$ cat src/design/vertex_gradient_tint_defines.svh
// ----------------------------------------------------------------------------
// Vertex gradient tint assertion macros
// Concurrent assertion forms used by the top-level design file.
// ----------------------------------------------------------------------------
`ifndef VERTEX_GRADIENT_TINT_DEFINES_SVH
`define VERTEX_GRADIENT_TINT_DEFINES_SVH

// The consequent must hold in the same cycle as the antecedent.
`define VGT_ASSERT_SAME(label, clk, rst_n, pre, post, msg) \
	label: assert property (@(posedge clk) disable iff (!rst_n) (pre) |-> (post)) \
		else $error(msg);

// The consequent must hold in the cycle after the antecedent.
`define VGT_ASSERT_NEXT(label, clk, rst_n, pre, post, msg) \
	label: assert property (@(posedge clk) disable iff (!rst_n) (pre) |=> (post)) \
		else $error(msg);

`endif

$ cat src/design/vgt_pkg.sv
// ----------------------------------------------------------------------------
// Vertex gradient tint package
// Item types, command codes, register indexes and queue sizing.
// ----------------------------------------------------------------------------
package vgt_pkg;

	localparam int TABLE_ENTRIES_DEFAULT = 256;
	localparam int GRAD_W                = 24;
	localparam int QUEUE_DEPTH           = 4;
	localparam int QAW                   = $clog2(QUEUE_DEPTH);
	localparam int QCW                   = $clog2(QUEUE_DEPTH + 1);
	localparam int CFG_INDEX_W           = 2;

	typedef enum logic [1:0] {
		CMD_LOAD    = 2'd0,
		CMD_ADVANCE = 2'd1,
		CMD_SHADE   = 2'd2
	} cmd_e;

	localparam logic [CFG_INDEX_W-1:0] CFG_BLEND_MODE      = 2'd0;
	localparam logic [CFG_INDEX_W-1:0] CFG_GRADIENT_ENABLE = 2'd1;

	typedef struct packed {
		logic [1:0]         cmd;
		logic [7:0]         table_index;
		logic signed [15:0] pos_x;
		logic signed [15:0] pos_y;
		logic signed [15:0] pos_z;
		logic [7:0]         color_r;
		logic [7:0]         color_g;
		logic [7:0]         color_b;
		logic [7:0]         phase_step;
		logic               batch_end;
	} in_item_t;

	typedef struct packed {
		logic [7:0] shaded_r;
		logic [7:0] shaded_g;
		logic [7:0] shaded_b;
		logic       last_of_batch;
	} out_item_t;

	typedef struct packed {
		logic [7:0]        base_r;
		logic [7:0]        base_g;
		logic [7:0]        base_b;
		logic [GRAD_W-1:0] grad;
		logic              batch_end;
	} q_entry_t;

	typedef struct packed {
		logic [QCW-1:0] count;
		logic           empty;
	} q_status_t;

endpackage

$ cat src/design/vgt_queue.sv
// ----------------------------------------------------------------------------
// Vertex gradient tint queue
// Short FIFO of looked-up vertices between the front and back ends.
// ----------------------------------------------------------------------------
module vgt_queue (
	input  logic               clk,
	input  logic               arst_n,
	input  logic               push_valid,
	input  vgt_pkg::q_entry_t  push_entry,
	input  logic               pop,
	output vgt_pkg::q_entry_t  head,
	output vgt_pkg::q_status_t q_status
);

	vgt_pkg::q_entry_t             entry_q [vgt_pkg::QUEUE_DEPTH];
	logic [vgt_pkg::QAW-1:0]       wr_ptr_q;
	logic [vgt_pkg::QAW-1:0]       rd_ptr_q;
	logic [vgt_pkg::QCW-1:0]       count_q;

	always_ff @(posedge clk or negedge arst_n) begin
		if (!arst_n) begin
			wr_ptr_q <= '0;
			rd_ptr_q <= '0;
			count_q  <= '0;
		end else begin
			if (push_valid) begin
				wr_ptr_q <= wr_ptr_q + 1'b1;
			end
			if (pop) begin
				rd_ptr_q <= rd_ptr_q + 1'b1;
			end
			if (push_valid && !pop) begin
				count_q <= count_q + 1'b1;
			end else if (pop && !push_valid) begin
				count_q <= count_q - 1'b1;
			end
		end
	end

	always_ff @(posedge clk) begin
		if (push_valid) begin
			entry_q[wr_ptr_q] <= push_entry;
		end
	end

	assign head           = entry_q[rd_ptr_q];
	assign q_status.count = count_q;
	assign q_status.empty = (count_q == '0);

endmodule

$ cat config.mk
export PLATFORM = sky130hd
export DESIGN_NAME = vgt_queue
export DESIGN_NICKNAME = d
export VERILOG_FILES = /design/src/design/vertex_gradient_tint_defines.svh /design/src/design/vgt_pkg.sv /design/src/design/vgt_queue.sv
export SDC_FILE = /design/constraint.sdc
export NUM_CORES = 1
export LEC_CHECK = 0
export BUFFER_PORTS_ARGS = -buffer_cell sky130_fd_sc_hd__buf_2
export CORE_UTILIZATION = 51
export DETAILED_ROUTE_END_ITERATION = 8
export GPL_TIMING_DRIVEN = 0
export PLACE_DENSITY_LB_ADDON = 0.2
export SLEW_MARGIN = 20
export SYNTH_ARGS = -nofsm -noshare
export SYNTH_HDL_FRONTEND = slang
export SYNTH_SLANG_ARGS = --single-unit
$ cat constraint.sdc
create_clock -name clk -period 2.07 [get_ports clk]
set_input_delay 0.3105 -clock clk [delete_from_list [all_inputs] [get_ports clk]]
set_output_delay 0.3105 -clock clk [all_outputs]
set_load 0.03 [all_outputs]
---- Word-level counts from Yosys, hierarchy flattened ----
Memory sizes are Yosys's and may differ from the RTL's.
Index checks and enable logic that the tools add are counted.
word-level totals
  register bits after elaboration ......... 7
  bits in writable memories ............... 196
  input port bits ......................... 53
  output and inout bits ................... 53
  word-level logic and storage cells ...... 18
  memories kept ........................... 1
memory list
  name     depth  bits a word  read ports  clocked after Yosys merged registers in  write ports  line             text
  entry_q  4      49           1           0                                        1            vgt_queue.sv:15  vgt_pkg::q_entry_t entry_q [vgt_pkg::QUEUE_DEPTH];
operators by class
  add/sub/neg operators ................... 4
  mux-type cells .......................... 4
  reduce and logical (&&, ||, !) cells .... 6
operator list
  cell                                              count
  two-way mux 3 bit                                 2
  adder 2 x 1 -> 2 bit, second input constant       2
  adder 3 x 1 -> 3 bit, second input constant       1
  logical NOT 3 bit                                 1
  subtractor 3 x 1 -> 3 bit, second input constant  1
  logical AND 1 bit                                 2
  logical NOT 1 bit                                 2
  two-way mux 1 bit                                 2
  nonzero test 2 bit                                1

---- Depth between registers and ports, before layout ----
  word-level depth ........................ 4
  mapped depth ............................ 7
  mapped depth without buffers ............ 7

---- Worst setup path after synthesis ----
OpenSTA, ideal clock, no wires.
  kind .................................... reg-to-reg
  from .................................... reg wr_ptr_q[0] (netlist name)
  to ...................................... mem entry_q[0][0] (netlist name) (enable)
  setup time .............................. 411 ps
  arrival time ............................ 1791 ps
  data required time ...................... 1659 ps
  slack ................................... -132 ps
  cell stages (with the launch flop) ...... 4
  path buffers ............................ 0
  clock period less this slack ............ 2202 ps
  cells stage by stage .................... dfrtp_1 > inv_1 > ha_1 > and2_1
RTL lines
  element                 line             text
  start, declared         vgt_queue.sv:16  logic [vgt_pkg::QAW-1:0] wr_ptr_q;
  start signal, assigned  vgt_queue.sv:27  wr_ptr_q <= wr_ptr_q + 1'b1;
  end, declared           vgt_queue.sv:15
Straight into the memory's write port.

==> metrics.txt <==
DRT Pass-1 Iters 4; Syn Area/Cell 25.92 sq um; detailed-route wire length per cell 20.71 um; Area Overhead vs Synth 24.57%; hold path cells 1; initial DRC count 209; final worst clock skew 0.01189 ns; number of core rows 43; Yosys top cell by area edfxtp_1; CP Launch Type flop; share of layout cells above drive strength 1 46.80%; Final WS setup -0.1520 ns; combinational power share 40.1%; worst hold path type in2reg; Overflow after GRT 0; FF-to-FF setup slack 0.36 ns; die area 15230 sq um; Slew Viols, Final 0; global-route wire length before repair 19.01 mm; failing checks negative setup slack; Mapped Area 7516 sq um; most frequent cells in the layout 196 x edfxtp_1, 56 x buf_2, 50 x buf_6; Reg clk slew, reported paths 0.06 ns; synth top area cells edfxtp_1 78%, mux4_2 14%, dfrtp_1 2.3%; status complete, but fails checks; Critical Path AT 1.91 ns; Yosys reg bits 203; gr usage total 17.15%; Yosys cell types 19; min cycle time layout 2.222 ns; initial antenna violation count 0; Worst Setup SP rd_ptr_q[0]; Post-DP HPWL 7.050 mm; root buffer cell clkbuf_16; CP required 1.76 ns; Cell Area, Placed 8277 sq um; Synth top area share 78.31%; DIE HEIGHT 123.4 um; Final Cycle Share 107.3%; CTS Sinks 203; Syn Inst Count 290; critical hold path startpoint push_entry[17]; switching pwr 0.004836 W; critical path endpoint category output pin; htree depth 1; post-route cell area 9363 sq um; # setup viols final 49; Peak supply drop 928.6 uV; total CTS buffers 20; worst-path maximum fanout 6; cells on worst reg2reg path 3; headroom to the max-slew limit 48.49%; f_max 450.0 MHz; antenna-violating nets left 0; core footprint 14150 sq um; Leak 3.276 nW; Yosys Warn Count 0; Ports 106; worst r2r src wr_ptr_q[0]; Post-Route WL 12.80 mm; Reg-to-Reg End entry_q[0][24]; Die W 123.4 um; fin nets 483; vias per std cell 5.390; max-cap viol count 0; # diodes 0; Via Count 3331; pin count of the biggest net entering global routing 50; CP Class reg2out; Clock power frac 22.4%; Sw Share 32.25%; initial core utilization 53.12%; Synth Net Count 349; fill count 939; # DRC 0; pre-CTS setup slack 0.2273 ns; vias in the first global route 3559; IO buf count 105; actual slew at the worst max-slew pin 0.7727 ns; Worst Hold Endpoint entry_q[2][17]; Finished Core Util 66.17%; Seq/Total Area, Yosys 80.64%; clk buf depth 3; most common cell after layout, fill and taps aside edfxtp_1; Sequential Power Share 37.5%; RSZ-0062 raised after global routing true; Final Hold Fails 0; pwr dens 1602 nW/um^2; internal power 0.01016 W; total power 0.01500 W; WHS 0.03518 ns; Clock Latency Late Sink 0.49 ns; CTS tree yes; Final Wtd Congestion 0.7010
-- how the worst max path moves through the flow --
stage                     cells past startpoint              to  slack [ns]
after floorplan                               3   entry_q[0][0]        0.39
after global placement                        3  entry_q[0][12]       -0.12
after detailed placement                      4        head[25]        0.23
after CTS                                     4        head[25]       -0.14
after global routing                          4        head[32]       -0.20
final                                         4         head[6]       -0.15
-- synthesized netlist by cell type --
cell        n
mux4_1      1
dfrtp_1     7
clkbuf_1    1
inv_1       4
xor2_1      4
and2_1      4
buf_2       5
xnor2_1     2
fa_1        1
buf_6       1
buf_12      5
o21ai_0     1
nor2_1      1
nor3_1      1
ha_1        5
mux2_2      1
edfxtp_1  196
nand2_1     2
mux4_2     48
-- per-stage QoR --
stage          instances  TNS (ns)
6_report             618    -6.403
5_1_grt              618    -8.760
4_1_cts              613    -5.308
3_5_place_dp         575         0
3_3_place_gp         575    -14.95
2_1_floorplan        290         0
-- cell type report --
type	instances	area [sq um]	area share [%]
flip-flops and latches	203	6062	64.75
multi-input cells	71	1306	13.95
repair buffers	113	985.9	10.53
clock buffers	26	523.0	5.586
well taps	180	225.2	2.405
plain buffers	11	157.7	1.684
clock inverters	10	87.58	0.9355
inverters	4	15.01	0.1604
-- critical path, cell delays in order (launching register included) --
cell	delay (ns)
dfrtp_2	0.43
buf_12	0.17
clkbuf_16	0.16
mux4_2	0.50
buf_6	0.16
-- timing repair --
action	CTS	global route
hold buffers	1	0
pin swaps	0	0
gates cloned	0	5
setup buffers	2	0
hold endpoints to repair	7	0
setup endpoints to repair	49	49
resized for setup	104	4
-- power groups by stage --
| stage | clock network [W] | logic, W | registers (W) |
|---|---|---|---|
| finish | 0.00336 | 0.00601 | 0.00562 |
| global route | 0.00357 | 0.00636 | 0.00570 |
| CTS | 0.00343 | 0.00579 | 0.00562 |
| detailed placement | 0 | 0.00486 | 0.00568 |
| global placement | 0 | 0.00484 | 0.00564 |
| floorplan | 0 | 0.00357 | 0.00567 |
-- cell families (layout without fill, tap and decap cells) --
| logic type | after synthesis | count (layout) | share of synthesized area (%) |
|---|---|---|---|
| AO/OA/AOI/OAI | 1 | 1 | 0.06653 |
| XOR/XNOR | 6 | 6 | 0.6992 |
| adder cells (fa/ha/maj) | 6 | 6 | 1.099 |
| buffers and inverters | 16 | 164 | 2.064 |
| flip-flops | 203 | 203 | 80.64 |
| multiplexers | 50 | 50 | 14.88 |
| AND/OR/NAND/NOR | 8 | 8 | 0.5492 |
-- flip-flops by register name, indices dropped and copies added (netlist names) --
register and count:
rd_ptr_q 2, wr_ptr_q 2, count_q 3, entry_q 196
-- metal layers --
layer | GRT usage [%] | part of all wire (%)
met3 | 2.998 | 4.6
met2 | 29.96 | 51
met4 | 4.142 | 1.9
met1 | 22.49 | 42
met5 | 0 | 0
Note: power is estimated with default switching activity, not from simulation.
