[config.mk]
export PLATFORM = sky130hd
export DESIGN_NAME = vgt_back
export DESIGN_NICKNAME = d
export VERILOG_FILES = /design/src/design/vertex_gradient_tint_defines.svh /design/src/design/vgt_pkg.sv /design/src/design/vgt_back.sv
export SDC_FILE = /design/constraint.sdc
export NUM_CORES = 1
export LEC_CHECK = 0
export BUFFER_PORTS_ARGS = -buffer_cell sky130_fd_sc_hd__clkbuf_2
export CORE_ASPECT_RATIO = 1.75
export CORE_MARGIN = 4
export CORE_UTILIZATION = 60
export CTS_CLUSTER_SIZE = 24
export DETAILED_ROUTE_END_ITERATION = 6
export PLACE_DENSITY = 0.9
export SLEW_MARGIN = 25
export SYNTH_ARGS = -nofsm -noshare
export SYNTH_HDL_FRONTEND = slang
export SYNTH_SLANG_ARGS = --single-unit
export TNS_END_PERCENT = 1
[constraint.sdc]
create_clock -name clk -period 2.8 [get_ports clk]
set_clock_uncertainty 0.1 [all_clocks]
set_input_delay 0.14 -clock clk [delete_from_list [all_inputs] [get_ports clk]]
set_output_delay 0.14 -clock clk [all_outputs]
set_load 0.01 [all_outputs]
[src/design/vertex_gradient_tint_defines.svh]
// ----------------------------------------------------------------------------
// Vertex gradient tint assertion macros
// Concurrent assertion forms used by the top-level design file.
// ----------------------------------------------------------------------------
`ifndef VERTEX_GRADIENT_TINT_DEFINES_SVH
`define VERTEX_GRADIENT_TINT_DEFINES_SVH

// The consequent must hold in the same cycle as the antecedent.
`define VGT_ASSERT_SAME(label, clk, rst_n, pre, post, msg) \
	label: assert property (@(posedge clk) disable iff (!rst_n) (pre) |-> (post)) \
		else $error(msg);

// The consequent must hold in the cycle after the antecedent.
`define VGT_ASSERT_NEXT(label, clk, rst_n, pre, post, msg) \
	label: assert property (@(posedge clk) disable iff (!rst_n) (pre) |=> (post)) \
		else $error(msg);

`endif

[src/design/vgt_pkg.sv]
// ----------------------------------------------------------------------------
// Vertex gradient tint package
// Item types, command codes, register indexes and queue sizing.
// ----------------------------------------------------------------------------
package vgt_pkg;

	localparam int TABLE_ENTRIES_DEFAULT = 256;
	localparam int GRAD_W                = 24;
	localparam int QUEUE_DEPTH           = 4;
	localparam int QAW                   = $clog2(QUEUE_DEPTH);
	localparam int QCW                   = $clog2(QUEUE_DEPTH + 1);
	localparam int CFG_INDEX_W           = 2;

	typedef enum logic [1:0] {
		CMD_LOAD    = 2'd0,
		CMD_ADVANCE = 2'd1,
		CMD_SHADE   = 2'd2
	} cmd_e;

	localparam logic [CFG_INDEX_W-1:0] CFG_BLEND_MODE      = 2'd0;
	localparam logic [CFG_INDEX_W-1:0] CFG_GRADIENT_ENABLE = 2'd1;

	typedef struct packed {
		logic [1:0]         cmd;
		logic [7:0]         table_index;
		logic signed [15:0] pos_x;
		logic signed [15:0] pos_y;
		logic signed [15:0] pos_z;
		logic [7:0]         color_r;
		logic [7:0]         color_g;
		logic [7:0]         color_b;
		logic [7:0]         phase_step;
		logic               batch_end;
	} in_item_t;

	typedef struct packed {
		logic [7:0] shaded_r;
		logic [7:0] shaded_g;
		logic [7:0] shaded_b;
		logic       last_of_batch;
	} out_item_t;

	typedef struct packed {
		logic [7:0]        base_r;
		logic [7:0]        base_g;
		logic [7:0]        base_b;
		logic [GRAD_W-1:0] grad;
		logic              batch_end;
	} q_entry_t;

	typedef struct packed {
		logic [QCW-1:0] count;
		logic           empty;
	} q_status_t;

endpackage

[src/design/vgt_back.sv]
// ----------------------------------------------------------------------------
// Vertex gradient tint back end
// Blends base color with the gradient and holds the result for the output.
// ----------------------------------------------------------------------------
module vgt_back (
	input  logic               clk,
	input  logic               arst_n,
	input  logic               blend_mode,
	input  vgt_pkg::q_status_t q_status,
	input  vgt_pkg::q_entry_t  head,
	output logic               pop,
	output logic               out_valid,
	input  logic               out_ready,
	output vgt_pkg::out_item_t out_item
);

	logic               out_valid_q;
	vgt_pkg::out_item_t out_item_q;
	vgt_pkg::out_item_t result;
	logic [15:0]        prod_r;
	logic [15:0]        prod_g;
	logic [15:0]        prod_b;
	logic [7:0]         grad_r;
	logic [7:0]         grad_g;
	logic [7:0]         grad_b;

	assign grad_r = head.grad[23:16];
	assign grad_g = head.grad[15:8];
	assign grad_b = head.grad[7:0];

	assign prod_r = {8'd0, head.base_r} * {8'd0, grad_r};
	assign prod_g = {8'd0, head.base_g} * {8'd0, grad_g};
	assign prod_b = {8'd0, head.base_b} * {8'd0, grad_b};

	always_comb begin
		if (blend_mode) begin
			result.shaded_r = prod_r[15:8];
			result.shaded_g = prod_g[15:8];
			result.shaded_b = prod_b[15:8];
		end else begin
			result.shaded_r = (grad_r < head.base_r) ? head.base_r : grad_r;
			result.shaded_g = (grad_g < head.base_g) ? head.base_g : grad_g;
			result.shaded_b = (grad_b < head.base_b) ? head.base_b : grad_b;
		end
		result.last_of_batch = head.batch_end;
	end

	assign pop = !q_status.empty && (!out_valid_q || out_ready);

	always_ff @(posedge clk or negedge arst_n) begin
		if (!arst_n) begin
			out_valid_q <= 1'b0;
		end else if (pop) begin
			out_valid_q <= 1'b1;
		end else if (out_ready) begin
			out_valid_q <= 1'b0;
		end
	end

	always_ff @(posedge clk) begin
		if (pop) begin
			out_item_q <= result;
		end
	end

	assign out_valid = out_valid_q;
	assign out_item  = out_item_q;

endmodule

After elaboration in Yosys (flattened, before gate mapping)
Index checks and enable logic that the tools add are counted.
Word-level totals
  output and inout port bits: 27
  register bits: 26
  input bits: 57
Operators by class
  multiplexer cells: 6
  multiply operators: 3
  order comparisons: 3
  reductions and logical operators: 5
Operator list (count)
  multiplier 8 x 8 -> 16 bit: 3
  < comparator 8 bit: 3
  2-to-1 mux 24 bit: 1
  2-to-1 mux 8 bit: 3
  zero test 1 bit: 2
  2-to-1 mux 1 bit: 2
  nonzero test 2 bit: 1
  logical AND 1 bit: 1
  logical OR 1 bit: 1

Longest topological paths before layout
  depth after elaboration: 4
  depth in mapped cells: 17
  gate-level depth less buffers: 17

Least setup slack after synthesis
OpenSTA, ideal clock, no wires.
  kind: input-to-reg
  start point: input port head[38] (netlist name)
  end point: register out_item_q (netlist bit out_item[14]) (data pin)
  path slack: -1.672 ns
  arrival time: 4.101 ns
  stages on the path: 17
  cell sequence: clkbuf_1 > nand2_1 > fa_1 > fa_1 > inv_1 > fa_1 > inv_1 > fa_1 > inv_1 > ha_1 > and3_4 > and2_0 > a221o_1 > a31o_1 > a21oi_4 > xnor2_1 > a21oi_1
RTL lines
  start, declared: RTL line vgt_back.sv:10  | input vgt_pkg::q_entry_t head,
  end signal, assigned: RTL line vgt_back.sv:62  | out_item_q <= result;
  end, declared: RTL line vgt_back.sv:18  | vgt_pkg::out_item_t out_item_q;

==> summary.txt <==
STA
  • Worst slew pin tran: 1.03 ns
  • Slew margin rel.: 31.5%
  • RSZ-0062 raised after global routing: true
  • Slew Viols, Final: 0
  • Final Cycle Share: 154%
  • F_max: 232 MHz
  • Final worst setup slack: -1.50 ns
  • Fin Setup TNS: -31.66 ns
  • Fin crit period: 4.30 ns
  • Hold Vio Cnt, Final: 0
  • Final setup violation count: 24

Layout
  • Post-route design area: 9740 sq um
  • Share of cells above drive strength 1: 27.9%
  • Area Growth Syn to Fin: 28.4%
  • Layout fillers: 737
  • Commonest cells after routing, fill and taps aside: 145 x inv_1, 140 x buf_4, 128 x ha_1, 124 x and2_1, 99 x fa_1
  • Area of the multi-input gates: 6500 sq um
  • Storage cell area: 776 sq um
  • # nets final: 1320
  • Ant diodes: 0
  • Most common cell after layout, fill and taps aside: inv_1

Critical path
  • Max incr delay on CP: 0.50 ns
  • Critical path capture point type: register
  • Worst path required time: 2.69 ns
  • Worst-path fanout max: 6
  • Crit path top cell by count: fa_1
  • WP data arrival: 4.19 ns
  • Slowest CP cell: fa_1
  • Worst setup path class: primary input to register
  • Worst-path cell chain: clkbuf_4, buf_4, and2_1, fa_1, fa_1, fa_1, inv_1, fa_1, inv_2, ha_4, and3_4, and2_4, a221o_1, a31o_1, a21oi_4, xnor2_2, a21oi_2
  • Crit start category: primary input

Synth
  • Cells after synthesis: 801
  • #FFs+latches synth: 26
  • Synth top area share: 27.7%
  • Yosys cell types: 49
  • Asr flop ratio synth: 3.85%
  • Yosys warns: 0
  • Synthesized area: 7590 sq um
  • Synth top area cells: fa_1 28%, ha_1 23%, and2_1 11%
  • Seq/Total Area, Yosys: 10.2%
  • Net count after synthesis: 1104
  • Post-synth EDFFs: 25
  • Mean cell area of the mapped netlist: 9.48 sq um
  • Cell taking the most area after synthesis: fa_1
  • Ys flop type: edfxtp_1

Detailed routing
  • Vias: 6741
  • Wirelength per Cell: 18.9 um
  • DRT Wirelength: 22300 um
  • Routed Antenna Nets: 0
  • Drt drc: 0
  • DRT iter0 DRCs: 416
  • Total iterations of the first detailed-routing run: 6
  • Avg Vias per Cell: 5.69

Die
  • DIE HEIGHT: 157 um
  • # IOs: 84
  • Starting Density: 61.1%
  • Die area: 14600 sq um
  • Die Width: 93.0 um
  • # rows: 54
  • Core box area: 12400 sq um

Power
  • Sequential power share: 10.0%
  • VDD IR max: 0.435 mV
  • Cell internal pwr: 3.29 mW
  • Leak pwr: 5.20 nW
  • Power, Total: 5.96 mW
  • Combinational power share: 82.6%
  • Switching Fraction: 44.8%
  • Net Sw Power: 2.67 mW
  • Clock power frac: 7.3%
  • Pwr dens: 612 nW/um^2

Placement
  • DP Worst Slack: -1.86 ns
  • Final Wtd Congestion: 0.907
  • Post-DP HPWL: 17400 um
  • Placed Area: 9240 sq um
  • PortBufs: 80

Clock tree
  • CTS Buffer Depth: 2
  • Clk sinks: 26
  • Num CTS Buffers: 3
  • CTS tree: built
  • Clock tree root driver cell: clkbuf_16
  • Reg clk slew, reported paths: 0.08 ns
  • H-tree level count: 1
  • Clk_lat worst skew: 0.26 ns

Run status
  • Status: complete, but fails checks
  • Failing checks: setup timing

Run
  • Maxcap violations: 0

Global routing
  • Remaining global-route overflow: 0
  • Vias in the first global route: 7589
  • Largest net degree at the start of global routing: 51
  • Initial antenna violation count: 0
  • First-pass GRT wire length: 35800 um
  • Gr usage total: 31.2%

Worst hold path
  • HP Class: primary input to register
critical path: cells and delay by family:
family                   cells  cell delay (ns)
AO/OA/AOI/OAI                4             0.88
XOR/XNOR                     1             0.16
adder cells (fa/ha/maj)      5             2.14
buffers and inverters        4             0.39
AND/OR/NAND/NOR              3             0.47
stage by stage:
stage	std cells	hold WS, ns	utilization (%)
6_report	1184	0.0163	78.4
5_1_grt	1184	0.0394	78.4
4_1_cts	1183	0.00980	77.4
3_5_place_dp	1175	-0.183	74.3
3_3_place_gp	1175	-0.184	74.3
2_1_floorplan	801	-0.256	-
repair_timing:
| item | 4_1_cts | 5_1_grt |
|---|---|---|
| hold endpoints to repair | 2 | 0 |
| setup endpoints to repair | 24 | 24 |
| pin swaps | 26 | 45 |
| setup buffers | 2 | 1 |
| hold buffers | 2 | 0 |
| gates resized for setup | 51 | 41 |
power by group through the flow:
stage | Clock [mW] | Sequential, mW | Combinational (mW)
5_1_grt | 0.458 | 0.602 | 5.41
4_1_cts | 0.440 | 0.600 | 4.58
3_3_place_gp | 0 | 0.605 | 4.03
6_report | 0.437 | 0.597 | 4.93
2_1_floorplan | 0 | 0.646 | 2.52
3_5_place_dp | 0 | 0.607 | 4.29
area by class of cell:
type                            instances  area share (%)
Clock inverter                          1           0.308
Sequential cell                        26            7.96
Tap cell                              168            2.16
Inverter                              150            5.78
Multi-Input combinational cell        615            66.7
Clock buffer                            3           0.771
Timing Repair Buffer                  221            16.3
sequential cells by signal, summed over array words and instances (netlist names):
signal / flops
out_item: 25
out_valid: 1
synth_stat cells (all sizes together) (2+ instances only):
master and number:
inv 150, ha 141, and2 130, fa 105, nand2 55, a21oi 28, o21ai 26, edfxtp 25
mux2i 20, a21o 16, xnor2 16, a211oi 9, nand4 8, nor2 8, clkbuf 7, xor2 7
nor2b 5, nand3b 4, nand4b 4, o21bai 4, buf 3, nand2b 3, a31o 2, nand3 2
o211ai 2, o21a 2, o31a 2
layer usage:
metal / up-vias / wire, um / GRT usage (%)
met5: - / 0 / 0
met4: 0 / 1430 / 16.0
met3: 122 / 855 / 2.74
met2: 281 / 12700 / 62.5
met1: 3304 / 7330 / 30.9
li1: 3034 / - / -
logic make-up after synthesis:
logic type | Yosys count | synth area share [%]
AOI/OAI and AO/OA | 102 | 8.92
xor gates and xnor gates | 23 | 2.65
adders and majority gates | 246 | 50.9
buffers and inverters | 160 | 7.94
DFF | 26 | 10.2
muxes | 21 | 2.79
and+or+nand+nor | 223 | 16.5
final timing paths:
check / slack [ns] / cells past startpoint / from / end
hold reg to reg: 0.53 / 2 / out_valid / out_valid
hold / removal: 0.02 / 2 / q_status[0] / out_valid
setup / recovery: -1.50 / 17 / head[13] / out_item[14]
setup reg to reg: 1.40 / 2 / out_valid / out_item[16]
max in group asynchronous: 2.44 / 2 / arst_n / out_valid
min in group asynchronous: 0.08 / 2 / arst_n / out_valid
Power figures use the tool's default switching activity.
